<file path="config.mk">
export PLATFORM = sky130hd
export DESIGN_NAME = glyph_run_rasterizer
export DESIGN_NICKNAME = d
export VERILOG_FILES = /design/src/hw/rtl/grr_pkg.sv /design/src/hw/rtl/glyph_run_rasterizer.sv /design/src/hw/rtl/grr_front.sv /design/src/hw/rtl/grr_fifo.sv /design/src/hw/rtl/grr_back.sv
export SDC_FILE = /design/constraint.sdc
export NUM_CORES = 1
export LEC_CHECK = 0
export BUFFER_PORTS_ARGS = -buffer_cell sky130_fd_sc_hd__buf_2
export CAP_MARGIN = 20
export CORE_MARGIN = 4
export CORE_UTILIZATION = 30
export DETAILED_ROUTE_END_ITERATION = 8
export PLACE_DENSITY = 0.41
export SYNTH_ARGS = -nofsm -noshare
export SYNTH_HDL_FRONTEND = slang
export SYNTH_HIERARCHICAL = 1
export SYNTH_SLANG_ARGS = --single-unit
</file>
<file path="constraint.sdc">
create_clock -name aclk -period 19 [get_ports aclk]
set_clock_uncertainty 0.05 [all_clocks]
set_input_delay 5.7 -clock aclk [delete_from_list [all_inputs] [get_ports aclk]]
set_output_delay 5.7 -clock aclk [all_outputs]
set_load 0.1 [all_outputs]
</file>
<file path="src/hw/rtl/grr_pkg.sv">
package grr_pkg;

    // glyph geometry
    localparam int MAX_GLYPH_WIDTH = 32;
    localparam int COL_W           = $clog2(MAX_GLYPH_WIDTH) + 1;
    localparam int CALC_W          = COL_W + 2;  // column math incl. base + 8
    localparam int BYTE_BITS       = 8;
    localparam int BYTE_MSB        = 7;
    localparam int MAX_RUNS        = 5;
    localparam int RUN_IDX_W       = $clog2(MAX_RUNS + 1);

    // run queue
    localparam int FIFO_DEPTH = 4;
    localparam int FIFO_AW    = $clog2(FIFO_DEPTH);

    // signed clip arithmetic
    localparam int CLIP_W = 14;

    // stream widths
    localparam int IN_TDATA_W  = 48;
    localparam int OUT_TDATA_W = 40;
    localparam int CFG_DATA_W  = 11;

    // clamp limits
    localparam logic [4:0]  SCALE_MIN  = 5'd1;
    localparam logic [4:0]  SCALE_MAX  = 5'd16;
    localparam logic [10:0] SCREEN_MIN = 11'd1;
    localparam logic [10:0] SCREEN_MAX = 11'd1024;

    // register indexes
    typedef logic [1:0] cfg_idx_t;
    localparam cfg_idx_t REG_TEXT_SCALE    = 2'd0;
    localparam cfg_idx_t REG_BOLD_ENABLE   = 2'd1;
    localparam cfg_idx_t REG_SCREEN_WIDTH  = 2'd2;
    localparam cfg_idx_t REG_SCREEN_HEIGHT = 2'd3;

    typedef struct packed {
        logic [4:0]  scale;   // already clamped to 1..16
        logic        bold;
        logic [10:0] sw;      // already clamped to 1..1024
        logic [10:0] sh;
    } cfg_t;

    // all closed runs of one input byte
    typedef struct packed {
        logic signed [10:0]                  left;
        logic signed [10:0]                  top;
        logic [4:0]                          row;
        logic [RUN_IDX_W-1:0]                cnt;
        logic [MAX_RUNS-1:0][COL_W-1:0]      start;
        logic [MAX_RUNS-1:0][COL_W-1:0]      len;
    } run_set_t;

    typedef struct packed {
        logic [9:0]  x;
        logic [9:0]  y;
        logic [10:0] w;
        logic [4:0]  h;
    } rect_t;

endpackage

</file>
<file path="src/hw/rtl/glyph_run_rasterizer.sv">
// Glyph run rasterizer: bitmap row bytes in, clipped fill rectangles out.
// Path from item accept to m_*: run queue, then the scale, hold and out registers;
//   a rect sits longer in hold until its byte's last flag is known.
// Throughput: one item per cycle into a 4-deep run queue while it is not full; the back
//   end clips one run per cycle unless m_* stalls; bytes with no run cost it nothing.
// Reset (aresetn low, sync): queue, pipeline, open run cleared; scale 1, bold off, 160 x 80.
module glyph_run_rasterizer
    import grr_pkg::*;
(
    input  logic                    aclk,
    input  logic                    aresetn,
    // input items
    input  logic                    s_tvalid,
    output logic                    s_tready,
    // glyph_left[10:0], glyph_top[21:11], glyph_width[27:22], glyph_row[32:28],
    // byte_index[34:33], row_bits[42:35], zero fill
    input  logic [IN_TDATA_W-1:0]   s_tdata,
    // result items
    output logic                    m_tvalid,
    input  logic                    m_tready,
    // rect_x[9:0], rect_y[19:10], rect_w[30:20], rect_h[35:31], zero fill
    output logic [OUT_TDATA_W-1:0]  m_tdata,
    output logic                    m_tlast,   // last_rect
    // configuration writes
    input  logic                    cfg_wr_en,
    input  cfg_idx_t                cfg_addr,
    input  logic [CFG_DATA_W-1:0]   cfg_wdata
);

    cfg_t       cfg_reg, cfg_next;
    logic       in_fire;
    logic       q_push, q_full, q_empty, q_pop;
    run_set_t   q_wdata, q_head;
    rect_t      rect;

    // Config values are clamped on write; the back end uses them as-is.
    always_comb begin
        cfg_next = cfg_reg;
        if (cfg_wr_en) begin
            case (cfg_addr)
                REG_TEXT_SCALE: begin
                    if (cfg_wdata[4:0] < SCALE_MIN) begin
                        cfg_next.scale = SCALE_MIN;
                    end else if (cfg_wdata[4:0] > SCALE_MAX) begin
                        cfg_next.scale = SCALE_MAX;
                    end else begin
                        cfg_next.scale = cfg_wdata[4:0];
                    end
                end
                REG_BOLD_ENABLE: begin
                    cfg_next.bold = cfg_wdata[0];
                end
                REG_SCREEN_WIDTH: begin
                    if (cfg_wdata < SCREEN_MIN) begin
                        cfg_next.sw = SCREEN_MIN;
                    end else if (cfg_wdata > SCREEN_MAX) begin
                        cfg_next.sw = SCREEN_MAX;
                    end else begin
                        cfg_next.sw = cfg_wdata;
                    end
                end
                REG_SCREEN_HEIGHT: begin
                    if (cfg_wdata < SCREEN_MIN) begin
                        cfg_next.sh = SCREEN_MIN;
                    end else if (cfg_wdata > SCREEN_MAX) begin
                        cfg_next.sh = SCREEN_MAX;
                    end else begin
                        cfg_next.sh = cfg_wdata;
                    end
                end
                default: begin
                    cfg_next = cfg_reg;
                end
            endcase
        end
    end

    always_ff @(posedge aclk) begin
        if (!aresetn) begin
            cfg_reg.scale <= SCALE_MIN;
            cfg_reg.bold  <= 1'b0;
            cfg_reg.sw    <= 11'd160;
            cfg_reg.sh    <= 11'd80;
        end else begin
            cfg_reg <= cfg_next;
        end
    end

    // Input side only waits on the run queue, never on the output.
    assign s_tready = !q_full;
    assign in_fire  = s_tvalid && s_tready;

    // Front: run detection and open-run tracking across bytes.
    grr_front u_front (
        .aclk        (aclk),
        .aresetn     (aresetn),
        .in_fire     (in_fire),
        .glyph_left  (s_tdata[10:0]),
        .glyph_top   (s_tdata[21:11]),
        .glyph_width (s_tdata[27:22]),
        .glyph_row   (s_tdata[32:28]),
        .byte_index  (s_tdata[34:33]),
        .row_bits    (s_tdata[42:35]),
        .push        (q_push),
        .push_data   (q_wdata)
    );

    // Queue of per-byte run sets; bytes with no closed run are not queued.
    grr_fifo u_fifo (
        .aclk    (aclk),
        .aresetn (aresetn),
        .wr_en   (q_push),
        .wr_data (q_wdata),
        .full    (q_full),
        .rd_en   (q_pop),
        .rd_data (q_head),
        .empty   (q_empty)
    );

    // Back: scale, clip, tag the last surviving rect of each byte.
    grr_back u_back (
        .aclk       (aclk),
        .aresetn    (aresetn),
        .cfg        (cfg_reg),
        .head_valid (!q_empty),
        .head       (q_head),
        .pop        (q_pop),
        .m_valid    (m_tvalid),
        .m_ready    (m_tready),
        .m_rect     (rect),
        .m_last     (m_tlast)
    );

    assign m_tdata = {4'b0000, rect.h, rect.w, rect.y, rect.x};

endmodule

</file>
<file path="src/hw/rtl/grr_front.sv">
module grr_front
    import grr_pkg::*;
(
    input  logic               aclk,
    input  logic               aresetn,
    input  logic               in_fire,
    input  logic signed [10:0] glyph_left,
    input  logic signed [10:0] glyph_top,
    input  logic [5:0]         glyph_width,
    input  logic [4:0]         glyph_row,
    input  logic [1:0]         byte_index,
    input  logic [7:0]         row_bits,
    output logic               push,
    output run_set_t           push_data
);

    logic             run_open_reg, run_open_next;
    logic [COL_W-1:0] run_start_reg, run_start_next;

    logic [CALC_W-1:0]                gw;
    logic [CALC_W-1:0]                base;
    logic [CALC_W-1:0]                col;
    logic                             open;
    logic [COL_W-1:0]                 start;
    logic [RUN_IDX_W-1:0]             n;
    logic [MAX_RUNS-1:0][COL_W-1:0]   st;
    logic [MAX_RUNS-1:0][COL_W-1:0]   ln;

    always_comb begin
        if (int'(glyph_width) > MAX_GLYPH_WIDTH) begin
            gw = CALC_W'(MAX_GLYPH_WIDTH);
        end else begin
            gw = CALC_W'(glyph_width);
        end
        base  = CALC_W'({byte_index, 3'b000});
        open  = run_open_reg && (byte_index != 2'd0);   // new row drops open run
        start = run_start_reg;
        n     = '0;
        st    = '0;
        ln    = '0;
        col   = '0;
        for (int k = 0; k < BYTE_BITS; k++) begin
            col = base + CALC_W'(k);
            if (col < gw) begin
                if (row_bits[k]) begin
                    if (!open) begin
                        open  = 1'b1;
                        start = COL_W'(col);
                    end
                end else if (open) begin
                    // stale start at or past this column gives nothing
                    if (col > CALC_W'(start)) begin
                        st[n] = start;
                        ln[n] = COL_W'(col - CALC_W'(start));
                        n     = n + RUN_IDX_W'(1);
                    end
                    open = 1'b0;
                end
            end
        end
        // byte reaches the glyph edge: close at the width
        if (open && (gw <= base + CALC_W'(BYTE_BITS))) begin
            if (gw > CALC_W'(start)) begin
                st[n] = start;
                ln[n] = COL_W'(gw - CALC_W'(start));
                n     = n + RUN_IDX_W'(1);
            end
            open = 1'b0;
        end
        run_open_next  = open;
        run_start_next = start;
    end

    always_ff @(posedge aclk) begin
        if (!aresetn) begin
            run_open_reg  <= 1'b0;
            run_start_reg <= '0;
        end else if (in_fire) begin
            run_open_reg  <= run_open_next;
            run_start_reg <= run_start_next;
        end
    end

    assign push            = in_fire && (n != '0);
    assign push_data.left  = glyph_left;
    assign push_data.top   = glyph_top;
    assign push_data.row   = glyph_row;
    assign push_data.cnt   = n;
    assign push_data.start = st;
    assign push_data.len   = ln;

endmodule

</file>
<file path="src/hw/rtl/grr_fifo.sv">
module grr_fifo
    import grr_pkg::*;
(
    input  logic     aclk,
    input  logic     aresetn,
    input  logic     wr_en,
    input  run_set_t wr_data,
    output logic     full,
    input  logic     rd_en,
    output run_set_t rd_data,
    output logic     empty
);

    run_set_t               mem [FIFO_DEPTH];
    logic [FIFO_AW-1:0]     wr_ptr_reg, wr_ptr_next;
    logic [FIFO_AW-1:0]     rd_ptr_reg, rd_ptr_next;
    logic [FIFO_AW:0]       count_reg, count_next;

    always_comb begin
        wr_ptr_next = wr_en ? wr_ptr_reg + FIFO_AW'(1) : wr_ptr_reg;
        rd_ptr_next = rd_en ? rd_ptr_reg + FIFO_AW'(1) : rd_ptr_reg;
        count_next  = count_reg;
        if (wr_en && !rd_en) begin
            count_next = count_reg + (FIFO_AW+1)'(1);
        end else if (!wr_en && rd_en) begin
            count_next = count_reg - (FIFO_AW+1)'(1);
        end
    end

    always_ff @(posedge aclk) begin
        if (!aresetn) begin
            wr_ptr_reg <= '0;
            rd_ptr_reg <= '0;
            count_reg  <= '0;
        end else begin
            wr_ptr_reg <= wr_ptr_next;
            rd_ptr_reg <= rd_ptr_next;
            count_reg  <= count_next;
        end
    end

    always_ff @(posedge aclk) begin
        if (wr_en) begin
            mem[wr_ptr_reg] <= wr_data;
        end
    end

    assign rd_data = mem[rd_ptr_reg];
    assign full    = (count_reg == (FIFO_AW+1)'(FIFO_DEPTH));
    assign empty   = (count_reg == '0);

`ifndef ASSERT_OFF
    a_no_overflow: assert property (@(posedge aclk) disable iff (!aresetn)
        wr_en |-> (count_reg != (FIFO_AW+1)'(FIFO_DEPTH)))
        else $error("run queue written while full");
    a_no_underflow: assert property (@(posedge aclk) disable iff (!aresetn)
        rd_en |-> (count_reg != '0))
        else $error("run queue read while empty");
`endif

endmodule

</file>
<file path="src/hw/rtl/grr_back.sv">
module grr_back
    import grr_pkg::*;
(
    input  logic     aclk,
    input  logic     aresetn,
    input  cfg_t     cfg,
    input  logic     head_valid,
    input  run_set_t head,
    output logic     pop,
    output logic     m_valid,
    input  logic     m_ready,
    output rect_t    m_rect,
    output logic     m_last
);

    logic [RUN_IDX_W-1:0]      ri_reg, ri_next;

    logic                      p_valid_reg, p_valid_next;
    logic                      p_last_reg, p_last_next;
    logic signed [CLIP_W-1:0]  p_x_reg, p_x_next;
    logic signed [CLIP_W-1:0]  p_y_reg, p_y_next;
    logic signed [CLIP_W-1:0]  p_w_reg, p_w_next;

    logic                      held_valid_reg, held_valid_next;
    logic                      held_closed_reg, held_closed_next;
    rect_t                     held_rect_reg, held_rect_next;

    logic                      out_valid_reg, out_valid_next;
    logic                      out_last_reg, out_last_next;
    rect_t                     out_rect_reg, out_rect_next;

    logic                      out_ok, push_held, adv, issue, last_run;
    logic [COL_W-1:0]          sel_start, sel_len;
    logic [COL_W+4:0]          prod_x, prod_w;
    logic [9:0]                prod_y;

    logic signed [CLIP_W-1:0]  sw, sh, sc, xc, yc, wc, hc, wf, hf;
    logic                      keep;
    rect_t                     new_rect;

    // ---- clip on the registered products
    always_comb begin
        sw = CLIP_W'(signed'({1'b0, cfg.sw}));
        sh = CLIP_W'(signed'({1'b0, cfg.sh}));
        sc = CLIP_W'(signed'({1'b0, cfg.scale}));
        if (p_x_reg < 0) begin
            xc = '0;
            wc = p_w_reg + p_x_reg;
        end else begin
            xc = p_x_reg;
            wc = p_w_reg;
        end
        if (p_y_reg < 0) begin
            yc = '0;
            hc = sc + p_y_reg;
        end else begin
            yc = p_y_reg;
            hc = sc;
        end
        wf = (xc + wc > sw) ? sw - xc : wc;
        hf = (yc + hc > sh) ? sh - yc : hc;
        keep = (xc < sw) && (yc < sh) && (wf > 0) && (hf > 0);
        new_rect.x = 10'(xc);
        new_rect.y = 10'(yc);
        new_rect.w = 11'(wf);
        new_rect.h = 5'(hf);
    end

    // held rect leaves once a later survivor shows up or its byte is done
    assign out_ok    = !out_valid_reg || m_ready;
    assign push_held = held_valid_reg && (held_closed_reg || (p_valid_reg && keep));
    assign adv       = out_ok || !push_held;

    assign issue    = adv && head_valid;
    assign last_run = (ri_reg == head.cnt - RUN_IDX_W'(1));
    assign pop      = issue && last_run;

    // ---- issue: one run per cycle, scale it
    always_comb begin
        sel_start = head.start[ri_reg];
        sel_len   = head.len[ri_reg];
        prod_x    = (COL_W+5)'(sel_start) * (COL_W+5)'(cfg.scale);
        prod_w    = (COL_W+5)'(sel_len) * (COL_W+5)'(cfg.scale);
        prod_y    = 10'(head.row) * 10'(cfg.scale);

        ri_next      = ri_reg;
        p_valid_next = p_valid_reg;
        p_last_next  = p_last_reg;
        p_x_next     = p_x_reg;
        p_y_next     = p_y_reg;
        p_w_next     = p_w_reg;
        if (adv) begin
            p_valid_next = issue;
            p_last_next  = last_run;
            p_x_next     = CLIP_W'(head.left) + CLIP_W'(signed'({1'b0, prod_x}));
            p_y_next     = CLIP_W'(head.top) + CLIP_W'(signed'({1'b0, prod_y}));
            p_w_next     = CLIP_W'(signed'({1'b0, prod_w}))
                         + CLIP_W'(signed'({1'b0, (cfg.bold && cfg.scale == SCALE_MIN)}));
            if (issue) begin
                ri_next = last_run ? '0 : ri_reg + RUN_IDX_W'(1);
            end
        end
    end

    // ---- hold stage and output register
    always_comb begin
        held_valid_next  = held_valid_reg;
        held_closed_next = held_closed_reg;
        held_rect_next   = held_rect_reg;
        out_valid_next   = out_valid_reg;
        out_last_next    = out_last_reg;
        out_rect_next    = out_rect_reg;
        if (out_ok) begin
            out_valid_next = push_held;
            out_last_next  = held_closed_reg;
            out_rect_next  = held_rect_reg;
        end
        if (adv) begin
            if (p_valid_reg && keep) begin
                held_valid_next  = 1'b1;
                held_closed_next = p_last_reg;
                held_rect_next   = new_rect;
            end else if (push_held) begin
                held_valid_next = 1'b0;
            end else if (p_valid_reg && p_last_reg && held_valid_reg) begin
                held_closed_next = 1'b1;
            end
        end
    end

    always_ff @(posedge aclk) begin
        if (!aresetn) begin
            ri_reg          <= '0;
            p_valid_reg     <= 1'b0;
            held_valid_reg  <= 1'b0;
            held_closed_reg <= 1'b0;
            out_valid_reg   <= 1'b0;
        end else begin
            ri_reg          <= ri_next;
            p_valid_reg     <= p_valid_next;
            held_valid_reg  <= held_valid_next;
            held_closed_reg <= held_closed_next;
            out_valid_reg   <= out_valid_next;
        end
    end

    always_ff @(posedge aclk) begin
        p_last_reg    <= p_last_next;
        p_x_reg       <= p_x_next;
        p_y_reg       <= p_y_next;
        p_w_reg       <= p_w_next;
        held_rect_reg <= held_rect_next;
        out_last_reg  <= out_last_next;
        out_rect_reg  <= out_rect_next;
    end

    assign m_valid = out_valid_reg;
    assign m_rect  = out_rect_reg;
    assign m_last  = out_last_reg;

`ifndef ASSERT_OFF
    a_ri_in_range: assert property (@(posedge aclk) disable iff (!aresetn)
        head_valid |-> (ri_reg < head.cnt))
        else $error("run index beyond queued run count");
    a_no_empty_set: assert property (@(posedge aclk) disable iff (!aresetn)
        head_valid |-> (head.cnt != '0))
        else $error("queued byte without runs");
    a_held_nonempty: assert property (@(posedge aclk) disable iff (!aresetn)
        held_valid_reg |-> (held_rect_reg.w != '0 && held_rect_reg.h != '0))
        else $error("held rect has zero size");
`endif

endmodule
</file>
**After elaboration in Yosys (flattened, before gate mapping)**

Memory sizes are Yosys's and may differ from the RTL's. A register that Yosys moved wholly into a read port is not among the register bits.
Index checks and enable logic that the tools add are counted.

- Word-level logic and storage cells: 376
- Register bits after elaboration: 162
- Bits in writable memories: 360
- Memories kept: 1

- Reductions and logical operators: 48
- $mul: 3
- Multiplexer cells: 202
- $add $sub $neg: 40
- Magnitude comparators: 48
- Equal/unequal tests: 7

Memory list:

| name | depth | width | read ports | clocked after memory_dff | write ports | line | RTL |
|---|---|---|---|---|---|---|---|
| u_fifo.mem | 4 | 90 | 1 | 1 | 1 | grr_fifo.sv:14 | `run_set_t mem [FIFO_DEPTH];` |

Operator list:

| kind | number |
|---|---|
| $mux 30 | 60 |
| $bwmux 30 | 16 |
| $mux 6 | 43 |
| $demux 6 s3 | 8 |
| $mux 3 | 36 |
| $mux 14 | 6 |
| $gt 8x6->1 | 7 |
| $lt 8x6->1 | 7 |
| $sub 6x6->6 | 8 |
| $bmux 6 s3 | 2 |
| $lt 3x4->1 const B | 9 |
| $add 3x1->3 const B | 10 |
| $add 14x14->14 | 2 |
| $gt 14x1->1 const B | 2 |
| $gt 14x12->1 | 2 |
| $lt 14x12->1 | 2 |
| $sub 12x14->14 | 2 |
| $mux 1 | 25 |
| $add 5x3->6 const B | 4 |
| $ge 3x1->1 const B | 8 |
| $logic_and 1x1->1 | 24 |
| $mul 6x5->11 | 2 |
| $mux 11 | 2 |
| $add 14x13->14 | 1 |
| 38 further kinds | 60 |

**Logic depth before layout (Yosys ltp)**

Gate-level depths: netlist of the first run.

- Depth in word-level cells: 49
- Gate-level depth with buffers: 39

**Cells and area by module**

The synthesis of the first run kept the hierarchy.

Modules (own cells, without submodules):

| module | instances | area an instance (µm²) | cells an instance | sequential area each (µm²) |
|---|---|---|---|---|
| grr_fifo | 1 | 13523.0 | 513 | 10990.5 |
| grr_back | 1 | 12070.3 | 1268 | 3473.3 |
| grr_front | 1 | 7400.8 | 1069 | 140.1 |
| glyph_run_rasterizer | 1 | 1258.7 | 140 | 560.5 |

**Worst setup path before layout of the first run**

Ideal clock, no wire load.

- Kind: input port to flip-flop
- Start point: input s_tdata[33]
- End point: memory u_fifo/mem[0][0] in the netlist's numbering (enable)
- Stages: 32
- Buffers on the path: 4
- Slack: 3.904 ns
- Arrival time: 14.588 ns
- Cells stage by stage: clkbuf_1 -> inv_1 -> ha_1 -> or4b_1 -> buf_4 -> o21ai_4 -> a221o_4 -> buf_6 -> o21ai_4 -> o21ai_0 -> inv_1 -> ha_1 -> ha_1 -> a41o_1 -> a31oi_2 -> buf_4 -> nand3_2 -> o31a_1 -> nand2_1 -> inv_2 -> ha_1 -> nand2_1 -> a211oi_2 -> o31ai_1 -> ha_1 -> o22a_1 -> a21boi_0 -> xnor3_1 -> o21ai_0 -> xnor2_1 -> a21oi_1 -> and2_1

- Word-level cells in the longest chain between the ends: 47
- Elaborated cells between the ends (all ways): 107

RTL lines:

| element | line | RTL |
|---|---|---|
| from (decl) | glyph_run_rasterizer.sv:17 | `input logic [IN_TDATA_W-1:0] s_tdata,` |
| $gt 5x6->1 or $reduce_bool 2->1 (tied branches) | grr_front.sv:52, grr_front.sv:36 |  |
| $mux 1 or $logic_and 1x1->1 (tied branches) | grr_front.sv:52, grr_front.sv:36 |  |
| $mux 3 or $mux 6 (tied branches) | grr_front.sv:50, grr_front.sv:46 |  |
| $mux 3 or $mux 6 (tied branches) | grr_front.sv:45 | `if (row_bits[k]) begin` |
| $mux 3 or $mux 6 (tied branches) | grr_front.sv:44 | `if (col < gw) begin` |
| $add 3x1->3 or $gt 8x6->1 (tied branches) | grr_front.sv:55, grr_front.sv:52 |  |
| $mux 3 | grr_front.sv:52 | `if (col > CALC_W'(start)) begin` |
| $mux 3 | grr_front.sv:50 | `end else if (open) begin` |
| (+32 left out) | -- |  |
| $add 3x1->3 | grr_front.sv:66 | `n = n + RUN_IDX_W'(1);` |
| $mux 3 | grr_front.sv:63 | `if (gw > CALC_W'(start)) begin` |
| $mux 3 * | grr_front.sv:62 | `if (open && (gw <= base + CALC_W'(BYTE_BITS))) begin` |
| $reduce_bool 3->1 * | grr_front.sv:84 | `assign push = in_fire && (n != '0);` |
| $logic_and 1x1->1 * | grr_front.sv:84 |  |
| via q_push | glyph_run_rasterizer.sv:32 | `logic q_push, q_full, q_empty, q_pop;` |
| $mux 1 * | grr_fifo.sv:43 | `if (wr_en) begin` |
| $mux 1 (not written as such) * | grr_fifo.sv:44 | `mem[wr_ptr_reg] <= wr_data;` |
| to (decl) | grr_fifo.sv:14 |  |

The timed path passes the listed nets; every way through them passes the cells marked *.

**Final worst setup path of the first run**

- Start point: input s_tdata[33]
- End point: memory u_fifo/mem[1][42] in the netlist's numbering (enable)

The elaborated chain is that of the path after synthesis.

==> run metrics, run 1 <==
Cell Area, Synth=34,300 µm²; I/O pins=109; status=completed; Synth Instances=2,990; post-route antenna net violation count=0; First-pass DRT Iterations=5; setup tns final=0 ps; RSZ-0062 raised after global routing=no; NetSw=0.00214 W; Pint=0.00319 W; global route overflow=0; cell mode on critical path=ha_1; drc violations=0; Site Rows=123; vias in the first global route=24.3k; via count=24.2k; fmax=63.3 MHz; die extent in x=346 µm; die height=346 µm; Crit path max-delay family=simple AND/OR/NAND/NOR gates; initial core utilization=0.303; clock buffer depth=3; worst path required time=19,230 ps; H-tree levels=2; post-synthesis sequential element count=522; I/O Buffers=99; Ys Warns=6; unique cell type count in the Yosys netlist=135; final hold viol count=0; Seq/Total Area, Yosys=0.443; initial antenna violation count=8; Post-Layout Cell Count=4,586; combinational power share=0.503; CTS sink count=522; Layout area overhead=10.8%; Clock Pin Slew Worst Setup and Hold Paths=60 ps; DP Area=36,100 µm²; Clock power frac=0.206; Via density=5.27; hold_ws=357 ps; Slew @ Worst Pin=1140 ps; Max-cap violations=0; crit path max-delay cell type=or4b_1; Setup Fix Bufs, Post-CTS=0; Async SR Flop Fraction=0; Critical Path End Type=flop; CTS Hold Bufs=0; DR iter-0 viols=1,754; critical path class=in2reg; share of layout cells above drive strength 1=0.147; setup violators final=0; Root Buffer=clkbuf_16; TritonCTS clock tree=yes; Pwr Total=0.00533 W; CP peak stage delay=760 ps; pwr dens=140 nW/µm²; pin count of the biggest net entering global routing=55; Critical Path Source Type=input port; full die area=120,000 µm²; VDD IR max=0.0000737 V; final RePlAce weighted congestion=0.943; post-DP HPWL=81,200 µm; fin crit period=15,800 ps; crit path max fanout=46; period utilisation layout=0.831; Core Area=113,000 µm²; Clock Latency Late Sink=630 ps; Slew Viols, Final=0; fin nets=3,372; GRT Util Overall=0.173; worst hold path type=reg2reg; CTS buffer count=54; P_leak=14.4 nW; synthesized area per cell=11.5 µm²; final wirelength=106,000 µm; EDFF count, synth=471; sequential power share=0.291; first-pass GRT wire length=159,000 µm; dpl cells=4,485; max_slew headroom=0.242; worst path buffer plus inverter count=7; Most used DFF post-synth=edfxtp_1; cts repair resizes=0; cell area after layout=38,000 µm²; max reg flops=360; Routed wire per std cell=23.1 µm; Sw Share=0.402; Arrival @ worst endpoint=16,020 ps
-- kinds of logic (layout without fill, tap and decap cells) --
| group | count (synthesis) | after routing | synth area share |
|---|---|---|---|
| adder cells (fa/ha/maj) | 267 | 267 | 0.107 |
| XOR/XNOR | 133 | 133 | 0.0361 |
| multiplexers | 177 | 177 | 0.0896 |
| buffers and inverters | 383 | 472 | 0.0531 |
| other | 2 | 9 | 0.000219 |
| AND/OR/NAND/NOR | 755 | 755 | 0.114 |
| AO/OA/AOI/OAI | 751 | 751 | 0.158 |
| flip-flops | 522 | 522 | 0.443 |
-- power by group through the flow --
| stage | Sequential [W] | Combinational (W) | Clock (W) |
|---|---|---|---|
| after global placement | 0.00157 | 0.00267 | 0 |
| final | 0.00155 | 0.00268 | 0.00110 |
| after floorplan | 0.00155 | 0.00199 | 0 |
| after CTS | 0.00156 | 0.00271 | 0.00114 |
| after global routing | 0.00157 | 0.00297 | 0.00119 |
| after detailed placement | 0.00158 | 0.00270 | 0 |
-- Yosys cell counts (all sizes together) (11+ instances only) --
master,count,area (µm²)
a2111oi,12,138
nor2b,63,394
and3,13,81.3
o21ai,138,736
edfxtp,471,14100
dfxtp,51,1020
nor3,48,283
xnor2,85,759
nor4,15,143
o21bai,25,188
nor2,178,686
and2,48,302
mux4,102,2300
o2111ai,12,105
inv,230,863
nand4,22,144
a22oi,23,186
o31ai,11,101
fa,45,901
mux2i,59,591
a21oi,174,923
a211oi,34,288
a31oi,25,169
a21boi,21,161
a221oi,19,215
xor2,44,385
nand2,205,779
nand3,59,300
buf,96,741
nand2b,32,200
mux2,16,180
or3,20,131
o22ai,28,175
o211ai,31,272
ha,220,2750
clkbuf,54,204
a21o,44,340
o31a,13,114
o21a,28,210
o221ai,15,138
-- final timing paths --
check	slack, ps	start	to	cells past startpoint
max	3200	s_tdata[33]	u_fifo/mem[1][42]$_DFFE_PP_	29
min	360	u_back/held_rect_reg[8]$_DFFE_PP_	u_back/m_rect[8]$_DFFE_PP_	0
max reg2reg	9770	cfg_reg[24]$_SDFFE_PN0P_	u_fifo/count_reg[2]$_SDFFE_PN0P_	37
min reg2reg	360	u_back/held_rect_reg[8]$_DFFE_PP_	u_back/m_rect[8]$_DFFE_PP_	0
-- cells in the final DEF, fill, tap and decap left out, drive strengths merged, types with 22 or more instances in the layout --
cell / synthesis / layout
nand4: 22 / 22
a22oi: 23 / 23
nand2b: 32 / 32
mux4: 102 / 102
ha: 220 / 220
xor2: 44 / 44
buf: 96 / 139
clkbuf: 54 / 72
dfxtp: 51 / 51
and2: 48 / 48
o21a: 28 / 28
o211ai: 31 / 31
o22ai: 28 / 28
nor2b: 63 / 63
nor2: 178 / 178
mux2i: 59 / 59
a21oi: 174 / 174
o21bai: 25 / 25
a21o: 44 / 44
nor3: 48 / 48
inv: 230 / 233
a211oi: 34 / 34
o21ai: 138 / 138
xnor2: 85 / 85
nand2: 205 / 205
fa: 45 / 45
edfxtp: 471 / 471
a31oi: 25 / 25
nand3: 59 / 59
-- metal layers --
metal,vias up,share of wire,track usage
met5,-,0.00040,0
met4,6,0.028,0.0454
met3,143,0.041,0.0196
met2,575,0.49,0.300
met1,12100,0.44,0.229
li1,11400,-,-
-- cell type report --
| cell class | instances | area (µm²) |
|---|---|---|
| Sequential cell | 522 | 15200 |
| Tap cell | 1500 | 1880 |
| Antenna cell | 1 | 2.50 |
| Timing Repair Buffer | 139 | 846 |
| Clock inverter | 28 | 389 |
| Multi-Input combinational cell | 2091 | 17300 |
| Inverter | 233 | 875 |
| Fill cell | 11300 | 75000 |
| Clock buffer | 72 | 1470 |
-- metrics by stage --
stage | util | setup slack [ps]
finish | 0.336 | 3200
global route | 0.336 | 2560
CTS | 0.336 | 3300
detailed placement | 0.320 | 2660
global placement | 0.320 | 2660
floorplan | - | 3900
Power figures use the tool's default switching activity.
==> run 2, diff against run 1 <==
Clock period 19 ns to 16.5 ns, I/O delays scaled along.
==> run 2 against run 1 <==
  * Sequential power rose by 17%
  * Hold slack got worse by 9.3 ps
  * Critical path depth increased by 6
  * Core utilization increased by 0.58 points
  * Clock power increased by 35%
  * Non-clock buffer count is 26 higher
  * Global-route usage grew 0.64 points
  * Wire length is 3.0% higher
  * Via count is 1.7% higher
  * Cell count up 1.0%
  * Setup slack worse by 1500 ps
  * Critical path type unchanged
  * Die area unchanged
==> run metrics, run 2 (same netlist as run 1, synthesis figures left out) <==
cell mode on critical path=ha_1; initial antenna violation count=9; crit path max-delay cell type=or4b_1; pwr dens=166 nW/µm²; global route overflow=0; fin crit period=14,780 ps; CTS sink count=522; I/O pins=109; setup ws final=1720 ps; Slew @ Worst Pin=1150 ps; post-route antenna net violation count=0; post-DP HPWL=83,900 µm; crit path max fanout=19; commonest non-fill, non-tap cells in the layout=edfxtp_1, inv_1, ha_1, nand2_1, nor2_1; H-tree levels=3; GRT Util Overall=0.179; VDD IR max=0.0000688 V; most common library cell in the layout ignoring fill and taps=edfxtp_1; TritonCTS clock tree=yes; final wirelength=109,000 µm; worst hold path type=reg2reg; dpl cells=4,510; fillers=11.2k; final RePlAce weighted congestion=0.939; hold path depth=0; final hold viol count=0; CP peak stage delay=760 ps; R2R cell count=37; setup violators final=0; die extent in x=346 µm; worst path required time=16,960 ps; setup slack at placement=1240 ps; vias in the first global route=24.9k; Routed wire per std cell=23.6 µm; fin util=0.342; Via density=5.30; Site Rows=123; Layout area overhead=12.7%; critical path class=in2reg; CTS Hold Bufs=0; via count=24.6k; DR iter-0 viols=1,655; P_leak=14.8 nW; I/O Buffers=99; initial core utilization=0.303; hold_ws=348 ps; clock buffer depth=3; RSZ-0062 raised after global routing=no; max reg flops=360; max_slew headroom=0.230; First-pass DRT Iterations=5; cts repair resizes=0; Clock Latency Late Sink=630 ps; fmax=67.7 MHz; full die area=120,000 µm²; drc violations=0; Core Area=113,000 µm²; first-pass GRT wire length=163,000 µm; Clock Pin Slew Worst Setup and Hold Paths=60 ps; Critical Path Source Type=input port; Setup Fix Bufs, Post-CTS=0; pin count of the biggest net entering global routing=49; Post-Layout Cell Count=4,632; Critical Path End Type=flop; CTS buffer count=66; setup tns final=0 ps; share of layout cells above drive strength 1=0.157; Root Buffer=clkbuf_16; die height=346 µm; status=completed; fin nets=3,410; Arrival @ worst endpoint=15,250 ps; Slew Viols, Final=0; Max-cap violations=0; period utilisation layout=0.896
-- run 2: cell types whose count changed in the layout (fill, tap and decap cells not counted), moves of 4 or more --
| cell | before | now |
|---|---|---|
| clkbuf_8 | 5 | 1 |
| clkbuf_16 | 54 | 67 |
| bufinv_16 | 7 | 11 |
| buf_4 | 36 | 56 |
| buf_12 | 4 | 9 |
| diode_2 | 1 | 5 |
-- run 2: per-layer routing --
layer	up-vias	track usage	share of wire
li1	11500	-	-
met1	12300	0.231	0.43
met2	682	0.303	0.49
met3	144	0.0362	0.056
met4	2	0.0535	0.026
met5	-	0	0.00012
-- run 2: per-stage QoR --
step | area, µm² | power [W]
finish | 38600 | 0.00640
CTS | 38600 | 0.00647
detailed placement | 36300 | 0.00494
global placement | 36300 | 0.00490
floorplan | 34300 | 0.00408
global route | 38600 | 0.00686
-- run 2: layout make-up --
class / instances / area (µm²) / area share
repair buffers: 165 / 1100 / 0.0285
clock inverters: 37 / 517 / 0.0134
flip-flops and latches: 522 / 15200 / 0.393
well taps: 1500 / 1880 / 0.0486
diodes: 5 / 12.5 / 0.000324
inverters: 233 / 875 / 0.0227
multi-input cells: 2091 / 17300 / 0.449
clock buffers: 79 / 1730 / 0.0448
-- run 2: critical path, delay by kind of cell --
| family | cells | cell delay [ps] |
|---|---|---|
| multiplexers | 1 | 350 |
| AO/OA/AOI/OAI | 13 | 3610 |
| buffers and inverters | 6 | 1280 |
| adder cells (fa/ha/maj) | 6 | 1980 |
| XOR/XNOR | 1 | 190 |
| AND/OR/NAND/NOR | 8 | 2840 |
-- run 2: path summary, 6_finish.rpt --
check                                         start                          endpoint  slack, ps
hold / removal    u_back/held_rect_reg[5]$_DFFE_PP_        u_back/m_rect[5]$_DFFE_PP_        350
setup reg to reg           cfg_reg[24]$_SDFFE_PN0P_  u_fifo/count_reg[2]$_SDFFE_PN0P_       7030
hold reg to reg   u_back/held_rect_reg[5]$_DFFE_PP_        u_back/m_rect[5]$_DFFE_PP_        350
setup / recovery                        s_tdata[27]  u_fifo/count_reg[2]$_SDFFE_PN0P_       1720
-- run 2: power breakdown --
group | internal [W] | switching, W | leakage (nW) | total, W
sequential | 0.00170 | 0.000107 | 4.93 | 0.00181
clock | 0.000925 | 0.000560 | 1.09 | 0.00148
combinational | 0.00124 | 0.00186 | 8.75 | 0.00310
